File: src/rtl/scu_pkg.sv
// shared types, constants and tables for the shard combination unranking block
// used by every module under rtl; depends on nothing
package scu_pkg;

    localparam int HASH_W        = 32;
    localparam int CFG_W         = 6;
    localparam int CFG_ADDR_W    = 1;
    localparam int IDX_W         = 5;
    localparam int CC_W          = 30;
    localparam int PROD_W        = CC_W + CFG_W;
    localparam int SHIFT_W       = 3;
    localparam int INV_W         = 32;
    localparam int MOD_CNT_W     = 5;
    localparam int MAX_HOSTS_DEF = 32;

    localparam logic [CFG_ADDR_W-1:0] REG_HOST_COUNT = 1'b0;
    localparam logic [CFG_ADDR_W-1:0] REG_SHARD_REQ  = 1'b1;

    typedef enum logic [2:0] {
        S_IDLE,
        S_CC_ISSUE,
        S_CC_WAIT,
        S_MOD,
        S_FIRST,
        S_STEP_WAIT,
        S_TEST
    } state_t;

    // operand sets for the exact divide unit
    typedef enum logic [1:0] {
        EX_CC,
        EX_FIRST,
        EX_DOWN,
        EX_DIAG
    } ex_op_t;

    typedef struct packed {
        logic   load_item;
        logic   cc_store;
        logic   mod_step;
        logic   unrank_init;
        logic   ex_start;
        ex_op_t ex_op;
        logic   b_load;
        logic   i_inc;
        logic   c_dec;
        logic   emit;
    } cmd_t;

    typedef struct packed {
        logic k_zero;
        logic cache_hit;
        logic i_eq_k;
        logic mod_last;
        logic ex_done;
        logic need_step;
        logic j_is_one;
        logic out_free;
    } stat_t;

    typedef struct packed {
        logic [SHIFT_W-1:0] shift;
        logic [INV_W-1:0]   inv;
    } recip_t;

    // exact division by d: drop the power of two, then multiply by the
    // inverse of the odd part modulo 2^32
    function automatic recip_t scu_recip(input logic [CFG_W-1:0] d);
        recip_t           r;
        logic [CFG_W-1:0] odd;
        if (d[0]) begin
            r.shift = 3'd0;
        end else if (d[1]) begin
            r.shift = 3'd1;
        end else if (d[2]) begin
            r.shift = 3'd2;
        end else if (d[3]) begin
            r.shift = 3'd3;
        end else if (d[4]) begin
            r.shift = 3'd4;
        end else begin
            r.shift = 3'd5;
        end
        odd = d >> r.shift;
        case (odd[4:0])
            5'd3:    r.inv = 32'hAAAAAAAB;
            5'd5:    r.inv = 32'hCCCCCCCD;
            5'd7:    r.inv = 32'hB6DB6DB7;
            5'd9:    r.inv = 32'h38E38E39;
            5'd11:   r.inv = 32'hBA2E8BA3;
            5'd13:   r.inv = 32'hC4EC4EC5;
            5'd15:   r.inv = 32'hEEEEEEEF;
            5'd17:   r.inv = 32'hF0F0F0F1;
            5'd19:   r.inv = 32'h286BCA1B;
            5'd21:   r.inv = 32'h3CF3CF3D;
            5'd23:   r.inv = 32'hE9BD37A7;
            5'd25:   r.inv = 32'hC28F5C29;
            5'd27:   r.inv = 32'h684BDA13;
            5'd29:   r.inv = 32'h4F72C235;
            5'd31:   r.inv = 32'hBDEF7BDF;
            default: r.inv = 32'h00000001;
        endcase
        return r;
    endfunction

endpackage

File: src/rtl/scu_exdiv.sv
// two-stage exact divide unit: q = b * m / d where the quotient is known exact
// depends on scu_pkg (reciprocal table)
module scu_exdiv (
    input  logic                      aclk,
    input  logic                      aresetn,
    input  logic                      start,
    input  logic [scu_pkg::CC_W-1:0]  b,
    input  logic [scu_pkg::CFG_W-1:0] m,
    input  logic [scu_pkg::CFG_W-1:0] d,
    output logic                      done,
    output logic [scu_pkg::CC_W-1:0]  q
);
    import scu_pkg::*;

    logic              v1_reg, v2_reg;
    logic [PROD_W-1:0] p_reg, p_next;
    recip_t            rc_reg, rc_next;
    logic [CC_W-1:0]   q_reg, q_next;
    logic [INV_W-1:0]  shifted;
    logic [INV_W-1:0]  lo;

    // stage 1: small multiply and reciprocal lookup
    always_comb begin
        p_next  = PROD_W'(b) * PROD_W'(m);
        rc_next = scu_recip(d);
    end

    // stage 2: low half of the inverse product is the exact quotient
    always_comb begin
        shifted = INV_W'(p_reg >> rc_reg.shift);
        lo      = shifted * rc_reg.inv;
        q_next  = lo[CC_W-1:0];
    end

    always_ff @(posedge aclk) begin
        if (!aresetn) begin
            v1_reg <= 1'b0;
            v2_reg <= 1'b0;
        end else begin
            v1_reg <= start;
            v2_reg <= v1_reg;
        end
    end

    always_ff @(posedge aclk) begin
        p_reg  <= p_next;
        rc_reg <= rc_next;
        q_reg  <= q_next;
    end

    assign done = v2_reg;
    assign q    = q_reg;

endmodule

File: src/rtl/scu_dp.sv
// datapath: config registers, cached C(n,k), remainder loop, unrank registers,
// output register; depends on scu_pkg and scu_exdiv
module scu_dp #(
    parameter int MAX_HOSTS = scu_pkg::MAX_HOSTS_DEF
) (
    input  logic                           aclk,
    input  logic                           aresetn,
    input  logic                           cfg_we,
    input  logic [scu_pkg::CFG_ADDR_W-1:0] cfg_addr,
    input  logic [scu_pkg::CFG_W-1:0]      cfg_wdata,
    input  logic [scu_pkg::HASH_W-1:0]     s_request_hash,
    output logic                           m_valid,
    input  logic                           m_ready,
    output logic [scu_pkg::IDX_W-1:0]      m_host_index,
    output logic                           m_last,
    input  scu_pkg::cmd_t                  cmd,
    output scu_pkg::stat_t                 stat
);
    import scu_pkg::*;

    localparam logic [CFG_W-1:0] MaxN = CFG_W'(MAX_HOSTS);

    logic [CFG_W-1:0]     host_count_reg, host_count_next;
    logic [CFG_W-1:0]     shard_req_reg, shard_req_next;
    logic [CFG_W-1:0]     cfh_reg, cfh_next;
    logic [CC_W-1:0]      cc_reg, cc_next;
    logic [CFG_W-1:0]     n_reg, n_next;
    logic [CFG_W-1:0]     k_reg, k_next;
    logic [CFG_W-1:0]     i_reg, i_next;
    logic [CFG_W-1:0]     c_reg, c_next;
    logic [CFG_W-1:0]     j_reg, j_next;
    logic [CC_W-1:0]      b_reg, b_next;
    logic [CC_W-1:0]      rank_reg, rank_next;
    logic [HASH_W-1:0]    hash_reg, hash_next;
    logic [MOD_CNT_W-1:0] mod_cnt_reg, mod_cnt_next;
    logic                 m_valid_reg, m_valid_next;
    logic [IDX_W-1:0]     out_idx_reg, out_idx_next;
    logic                 out_last_reg, out_last_next;

    logic [CFG_W-1:0]     n_eff, k_eff;
    logic [CC_W:0]        trial;
    logic [CC_W-1:0]      ex_b;
    logic [CFG_W-1:0]     ex_m, ex_d;
    logic                 ex_done;
    logic [CC_W-1:0]      ex_q;

    always_comb begin
        n_eff = (host_count_reg > MaxN) ? MaxN : host_count_reg;
        k_eff = (shard_req_reg > n_eff) ? n_eff : shard_req_reg;
    end

    // operand select for the divide unit
    always_comb begin
        case (cmd.ex_op)
            EX_CC: begin
                ex_b = b_reg;
                ex_m = n_reg - i_reg;
                ex_d = i_reg + CFG_W'(1);
            end
            EX_FIRST: begin
                ex_b = cc_reg;
                ex_m = n_reg - k_reg;
                ex_d = n_reg;
            end
            EX_DOWN: begin
                ex_b = b_reg;
                ex_m = c_reg - j_reg;
                ex_d = c_reg;
            end
            default: begin
                ex_b = b_reg;
                ex_m = j_reg;
                ex_d = c_reg;
            end
        endcase
    end

    scu_exdiv u_exdiv (
        .aclk    (aclk),
        .aresetn (aresetn),
        .start   (cmd.ex_start),
        .b       (ex_b),
        .m       (ex_m),
        .d       (ex_d),
        .done    (ex_done),
        .q       (ex_q)
    );

    // config and cache
    always_comb begin
        host_count_next = host_count_reg;
        shard_req_next  = shard_req_reg;
        cfh_next        = cfh_reg;
        cc_next         = cc_reg;
        if (cfg_we) begin
            cfh_next = '0;
            unique case (cfg_addr)
                REG_HOST_COUNT: host_count_next = cfg_wdata;
                REG_SHARD_REQ:  shard_req_next  = cfg_wdata;
                default: ;
            endcase
        end else if (cmd.cc_store) begin
            cc_next  = b_reg;
            cfh_next = n_reg;
        end
    end

    // remainder step: shift one hash bit in, subtract when it fits
    assign trial = {rank_reg, hash_reg[HASH_W-1]};

    always_comb begin
        n_next        = n_reg;
        k_next        = k_reg;
        i_next        = i_reg;
        c_next        = c_reg;
        j_next        = j_reg;
        b_next        = b_reg;
        rank_next     = rank_reg;
        hash_next     = hash_reg;
        mod_cnt_next  = mod_cnt_reg;
        out_idx_next  = out_idx_reg;
        out_last_next = out_last_reg;
        m_valid_next  = m_valid_reg && !m_ready;
        if (cmd.load_item) begin
            n_next       = n_eff;
            k_next       = k_eff;
            hash_next    = s_request_hash;
            rank_next    = '0;
            mod_cnt_next = '0;
            b_next       = CC_W'(1);
            i_next       = '0;
        end
        if (cmd.mod_step) begin
            hash_next    = hash_reg << 1;
            mod_cnt_next = mod_cnt_reg + MOD_CNT_W'(1);
            if (trial >= {1'b0, cc_reg}) begin
                rank_next = CC_W'(trial - {1'b0, cc_reg});
            end else begin
                rank_next = trial[CC_W-1:0];
            end
        end
        if (cmd.unrank_init) begin
            c_next = n_reg - CFG_W'(1);
            j_next = k_reg;
        end
        if (cmd.b_load) begin
            b_next = ex_q;
        end
        if (cmd.i_inc) begin
            i_next = i_reg + CFG_W'(1);
        end
        if (cmd.c_dec) begin
            c_next = c_reg - CFG_W'(1);
        end
        if (cmd.emit) begin
            out_idx_next  = c_reg[IDX_W-1:0];
            out_last_next = (j_reg == CFG_W'(1));
            m_valid_next  = 1'b1;
            rank_next     = rank_reg - b_reg;
            j_next        = j_reg - CFG_W'(1);
        end
    end

    always_ff @(posedge aclk) begin
        if (!aresetn) begin
            host_count_reg <= CFG_W'(1);
            shard_req_reg  <= CFG_W'(1);
            cfh_reg        <= '0;
            cc_reg         <= '0;
            m_valid_reg    <= 1'b0;
        end else begin
            host_count_reg <= host_count_next;
            shard_req_reg  <= shard_req_next;
            cfh_reg        <= cfh_next;
            cc_reg         <= cc_next;
            m_valid_reg    <= m_valid_next;
        end
    end

    always_ff @(posedge aclk) begin
        n_reg        <= n_next;
        k_reg        <= k_next;
        i_reg        <= i_next;
        c_reg        <= c_next;
        j_reg        <= j_next;
        b_reg        <= b_next;
        rank_reg     <= rank_next;
        hash_reg     <= hash_next;
        mod_cnt_reg  <= mod_cnt_next;
        out_idx_reg  <= out_idx_next;
        out_last_reg <= out_last_next;
    end

    always_comb begin
        stat.k_zero    = (k_eff == '0);
        stat.cache_hit = (cfh_reg == n_eff) && (cc_reg != '0);
        stat.i_eq_k    = (i_reg == k_reg);
        stat.mod_last  = (mod_cnt_reg == '1);
        stat.ex_done   = ex_done;
        stat.need_step = (c_reg >= j_reg) && (b_reg > rank_reg);
        stat.j_is_one  = (j_reg == CFG_W'(1));
        stat.out_free  = !m_valid_reg || m_ready;
    end

    assign m_valid      = m_valid_reg;
    assign m_host_index = out_idx_reg;
    assign m_last       = out_last_reg;

endmodule

File: src/rtl/scu_ctrl.sv
// controller state machine: sequences cache refresh, remainder and unrank steps
// depends on scu_pkg (state, command and status types)
module scu_ctrl (
    input  logic           aclk,
    input  logic           aresetn,
    input  logic           s_valid,
    output logic           s_ready,
    input  scu_pkg::stat_t stat,
    output scu_pkg::cmd_t  cmd
);
    import scu_pkg::*;

    state_t state_reg, state_next;

    always_comb begin
        state_next = state_reg;
        unique case (state_reg)
            S_IDLE: begin
                if (s_valid) begin
                    if (stat.k_zero) begin
                        state_next = S_IDLE;
                    end else if (stat.cache_hit) begin
                        state_next = S_MOD;
                    end else begin
                        state_next = S_CC_ISSUE;
                    end
                end
            end
            S_CC_ISSUE: state_next = stat.i_eq_k ? S_MOD : S_CC_WAIT;
            S_CC_WAIT: begin
                if (stat.ex_done) begin
                    state_next = S_CC_ISSUE;
                end
            end
            S_MOD: begin
                if (stat.mod_last) begin
                    state_next = S_FIRST;
                end
            end
            S_FIRST: state_next = S_STEP_WAIT;
            S_STEP_WAIT: begin
                if (stat.ex_done) begin
                    state_next = S_TEST;
                end
            end
            S_TEST: begin
                if (stat.need_step) begin
                    state_next = S_STEP_WAIT;
                end else if (stat.out_free) begin
                    state_next = stat.j_is_one ? S_IDLE : S_STEP_WAIT;
                end
            end
            default: state_next = S_IDLE;
        endcase
    end

    always_comb begin
        cmd     = '0;
        s_ready = 1'b0;
        unique case (state_reg)
            S_IDLE: begin
                s_ready       = 1'b1;
                cmd.load_item = s_valid;
            end
            S_CC_ISSUE: begin
                if (stat.i_eq_k) begin
                    cmd.cc_store = 1'b1;
                end else begin
                    cmd.ex_start = 1'b1;
                    cmd.ex_op    = EX_CC;
                end
            end
            S_CC_WAIT: begin
                cmd.b_load = stat.ex_done;
                cmd.i_inc  = stat.ex_done;
            end
            S_MOD: cmd.mod_step = 1'b1;
            S_FIRST: begin
                cmd.ex_start    = 1'b1;
                cmd.ex_op       = EX_FIRST;
                cmd.unrank_init = 1'b1;
            end
            S_STEP_WAIT: cmd.b_load = stat.ex_done;
            S_TEST: begin
                if (stat.need_step) begin
                    cmd.ex_start = 1'b1;
                    cmd.ex_op    = EX_DOWN;
                    cmd.c_dec    = 1'b1;
                end else if (stat.out_free) begin
                    cmd.emit = 1'b1;
                    if (!stat.j_is_one) begin
                        cmd.ex_start = 1'b1;
                        cmd.ex_op    = EX_DIAG;
                        cmd.c_dec    = 1'b1;
                    end
                end
            end
            default: ;
        endcase
    end

    always_ff @(posedge aclk) begin
        if (!aresetn) begin
            state_reg <= S_IDLE;
        end else begin
            state_reg <= state_next;
        end
    end

endmodule

File: src/rtl/shard_combination_unrank_top.sv
// shard combination unranking top level, built from scu_pkg, scu_ctrl and scu_dp (with scu_exdiv)
// the run to the last index lengthens with n-1 minus the smallest index,
//   with a refresh of C(n,k) and with any output stall
// a request is taken only in idle, after the divide steps and the 32-step remainder loop of the
//   one before; the next request is taken while the last index waits
// reset: synchronous active-low aresetn; both config registers return to 1, cache invalid
module shard_combination_unrank_top #(
    parameter int MAX_HOSTS = scu_pkg::MAX_HOSTS_DEF
) (
    input  logic                           aclk,
    input  logic                           aresetn,
    // configuration writes, which the user must make only while idle; the block does not enforce it
    input  logic                           cfg_we,
    input  logic [scu_pkg::CFG_ADDR_W-1:0] cfg_addr,
    input  logic [scu_pkg::CFG_W-1:0]      cfg_wdata,
    // request channel
    input  logic                           s_valid,
    output logic                           s_ready,
    input  logic [scu_pkg::HASH_W-1:0]     s_request_hash,
    // host index channel
    output logic                           m_valid,
    input  logic                           m_ready,
    output logic [scu_pkg::IDX_W-1:0]      m_host_index,
    output logic                           m_last
);
    import scu_pkg::*;

    // command and status between controller and datapath
    cmd_t  cmd;
    stat_t stat;

    // controller: cache refresh, remainder loop, then one unrank step per divide
    scu_ctrl u_ctrl (
        .aclk    (aclk),
        .aresetn (aresetn),
        .s_valid (s_valid),
        .s_ready (s_ready),
        .stat    (stat),
        .cmd     (cmd)
    );

    // datapath: registers, remainder, exact divide unit and the output register
    scu_dp #(
        .MAX_HOSTS (MAX_HOSTS)
    ) u_dp (
        .aclk           (aclk),
        .aresetn        (aresetn),
        .cfg_we         (cfg_we),
        .cfg_addr       (cfg_addr),
        .cfg_wdata      (cfg_wdata),
        .s_request_hash (s_request_hash),
        .m_valid        (m_valid),
        .m_ready        (m_ready),
        .m_host_index   (m_host_index),
        .m_last         (m_last),
        .cmd            (cmd),
        .stat           (stat)
    );

endmodule

File: config.mk
export PLATFORM = sky130hd
export DESIGN_NAME = shard_combination_unrank_top
export DESIGN_NICKNAME = d
export VERILOG_FILES = /design/src/rtl/scu_pkg.sv /design/src/rtl/scu_exdiv.sv /design/src/rtl/scu_dp.sv /design/src/rtl/scu_ctrl.sv /design/src/rtl/shard_combination_unrank_top.sv
export SDC_FILE = /design/constraint.sdc
export NUM_CORES = 2
export LEC_CHECK = 0
export BUFFER_PORTS_ARGS = -buffer_cell sky130_fd_sc_hd__buf_2
export CORE_ASPECT_RATIO = 1.4
export CORE_MARGIN = 3
export CORE_UTILIZATION = 55
export CTS_CLUSTER_DIAMETER = 60
export DETAILED_ROUTE_END_ITERATION = 6
export GPL_ROUTABILITY_DRIVEN = 1
export PLACE_DENSITY = 0.71
export SYNTH_ARGS = -nofsm -noshare
export SYNTH_HDL_FRONTEND = slang
export SYNTH_SLANG_ARGS = --single-unit
File: constraint.sdc
create_clock -name aclk -period 11.5 [get_ports aclk]
set_clock_uncertainty 0.2 [all_clocks]
set_input_delay 0.575 -clock aclk [delete_from_list [all_inputs] [get_ports aclk]]
set_output_delay 0.575 -clock aclk [all_outputs]
set_load 0.02 [all_outputs]
==> results.py <==
metrics = {
    "status": {
        "outcome": "completed",
    },
    "route": {
        "drt-initial-drc-count": 2389,
        "routed_wirelength_um": 101000,
        "viasPerCell": 5.91,
        "wl_per_cell_um": 20.5,
        "drc_errors": 0,
        "final_antenna_net_count": 0,
        "vias": 29100,
        "first_pass_iters": 6,
    },
    "global_route": {
        "grt_max_degree": 61,
        "grt_pass1_wl_um": 162000,
        "grt_usage_pct": 29.3,
        "antenna_found_initial": 1,
        "grt_overflow": 0,
        "grt_pass1_vias": 30300,
    },
    "yosys": {
        "synthesis.nets": 4883,
        "yosysSeqAreaShare_pct": 19.3,
        "yosys.cell_count.top_type": "inv_1",
        "async_flop_share_pct": 0,
        "syn_avg_cell_area_um2": 8.80,
        "netlist_top_cells_count": "653 x inv_1, 620 x nand2_1, 470 x fa_1, 243 x nor2_1, 242 x ha_1",
        "yosysWarnings": 0,
        "synthAdderAreaFrac_pct": 34.3,
        "ys_types": 85,
        "synth_compound_area_share_pct": 12.0,
        "synth-main-ff-cell": "dfxtp_1",
        "synth_seq_cells": 285,
        "synth-edff-count": 132,
        "synth_top_area_share_pct": 25.9,
        "yosys.area_share.simple_pct": 16.2,
        "synth_area_um2": 36300,
        "yosys.area.top_type": "fa_1",
        "synth_xor_area_share_pct": 4.56,
        "synth_top_family_by_area": "adder cells",
        "synthCells": 4127,
        "synth.area.mux_share_pct": 4.51,
        "synth_area_leaders": "fa_1 26%, edfxtp_1 11%, dfxtp_1 8.4%",
    },
    "worst_setup_path": {
        "crit_family": "compound AO/OA/AOI/OAI gates",
        "r2r_setup_slack_ns": 2.21,
        "crit_path_start_kind": "flip-flop",
        "cpPeakStageDelay_ns": 0.82,
        "path_buf_inv": 2,
        "end_kind": "flip-flop",
        "reg2reg_to": "u_dp.u_exdiv.p_reg[35]$_DFF_P_",
        "worstPathMaxFanout": 19,
        "worst-setup-path-type": "flip-flop to flip-flop",
        "worstPathArrival_ns": 9.59,
        "cp.depth": 28,
        "slowest_stage": "mux2i_2",
        "worstPathRequired_ns": 11.80,
        "startpoint": "u_dp.rank_reg[0]$_DFFE_PP_",
        "cp_common_cell": "fa_1",
        "r2r-start": "u_dp.rank_reg[0]$_DFFE_PP_",
        "rr_worst_depth": 28,
    },
    "sta": {
        "fmax_mhz": 108,
        "tightest_slew_ns": 1.05,
        "setup_ws_ns": 2.21,
        "timing.final.crit_share_pct": 80.8,
        "slew_violations": 0,
        "relSlewSlack_pct": 29.8,
        "setup_viol": 0,
        "hold_viol": 0,
        "finalSetupTns_ns": 0,
        "rsz0062_at_grt": "false",
        "min_period_ns": 9.29,
    },
    "placement": {
        "place_ws_ns": 2.29,
        "dpl.hpwl_um": 77300,
        "io_buffers": 51,
        "gp_congestion": 0.928,
    },
    "worst_hold_path": {
        "hold_end": "u_dp.host_count_reg[5]$_SDFFE_PN0P_",
        "hp-class": "input pin to flip-flop",
        "hp-start": "cfg_wdata[5]",
        "holdPathStages": 3,
    },
    "finish": {
        "seq_area_um2": 7030,
        "multi_input_area_um2": 26100,
        "largest_register_ffs": 36,
        "area_growth_pct": 5.59,
        "drive_gt1_share_pct": 6.09,
        "insertedDiodeCount": 0,
        "nFillCells": 5699,
        "nets": 4820,
    },
    "cts": {
        "cts_root_buf": "clkbuf_16",
        "cts_tree": "done",
        "numCtsBuffers": 30,
        "clk-insertion-delay-late_ns": 0.60,
        "clk_pin_slew_ns": 0.07,
        "cts_max_path_buffers": 3,
        "cts_resized": 0,
        "clock-sinks": 285,
        "htree_levels": 1,
    },
    "floorplanning": {
        "die_w_um": 223,
        "ios": 52,
        "rows": 110,
        "die-area_um2": 69200,
        "die_h_um": 310,
        "coreArea_um2": 64800,
        "floorplan.initialDensity_pct": 56.0,
    },
    "flow_run": {
        "max_cap_violations": 0,
    },
}
[layout make-up]
cell class	instances	share of cell area (%)
clock buffer	43	2.43
tap	840	2.74
clock inverter	12	0.343
multi-input combinational	2986	68.0
timing repair buffer	106	1.75
sequential	285	18.3
inverter	655	6.41
[through the flow]
| step | util [%] | cells | cell area (um^2) | hold WS, ns |
|---|---|---|---|---|
| finish | 59.2 | 4927 | 38300 | 0.0446 |
| floorplan | - | 4127 | 36300 | 0.212 |
| detailed placement | 57.5 | 4871 | 37300 | 0.226 |
| global route | 59.2 | 4927 | 38300 | 0.0417 |
| CTS | 59.2 | 4927 | 38300 | 0.00960 |
| global placement | 57.5 | 4871 | 37300 | 0.224 |
[layer usage]
layer | GRT usage (%) | vias up | routed length, um
met5 | 0 | - | 0
met4 | 15.6 | 0 | 6530
met3 | 2.61 | 367 | 5860
met2 | 53.9 | 1145 | 51600
met1 | 34.0 | 14400 | 36900
li1 | - | 13200 | -
[cell families after synthesis]
family / count (synthesis)
buffers and inverters: 856
adder cells (fa/ha/maj): 713
flip-flops: 285
AO/OA/AOI/OAI: 650
AND/OR/NAND/NOR: 1298
multiplexers: 136
XOR/XNOR: 189
[worst max path at each step]
stage	to
2_1_floorplan	u_dp.u_exdiv.q[29]$_DFF_P_
3_3_place_gp	u_dp.u_exdiv.p_reg[35]$_DFF_P_
3_5_place_dp	u_dp.u_exdiv.p_reg[35]$_DFF_P_
4_1_cts	u_dp.u_exdiv.p_reg[35]$_DFF_P_
5_1_grt	u_dp.u_exdiv.p_reg[35]$_DFF_P_
6_report	u_dp.u_exdiv.p_reg[35]$_DFF_P_
[worst register-to-register path, delay by kind of cell, from the launching register on]
kind / cells / cell delay [ns]
fa+ha+maj: 6 / 2.54
simple gates: 3 / 0.44
buf+inv: 2 / 0.12
mux: 1 / 0.83
flops: 1 / 0.35
xor+xnor: 1 / 0.13
compound gates: 15 / 4.59
[repair_timing]
item	in CTS	in global routing
buffers inserted	0	0
hold endpoints to repair	1	0
hold buffers	1	0
[placed cells by master, fill, tap and decap left out, drive strengths merged, types with 135 or more instances in the layout]
cell type,instances
nor2,244
o21ai,135
fa,470
ha,242
nand2,622
a21oi,146
inv,656
dfxtp,153
xnor2,135
Power is not shown: default switching activity piles up to over one toggle a cycle in this logic, so the estimate is an artifact.
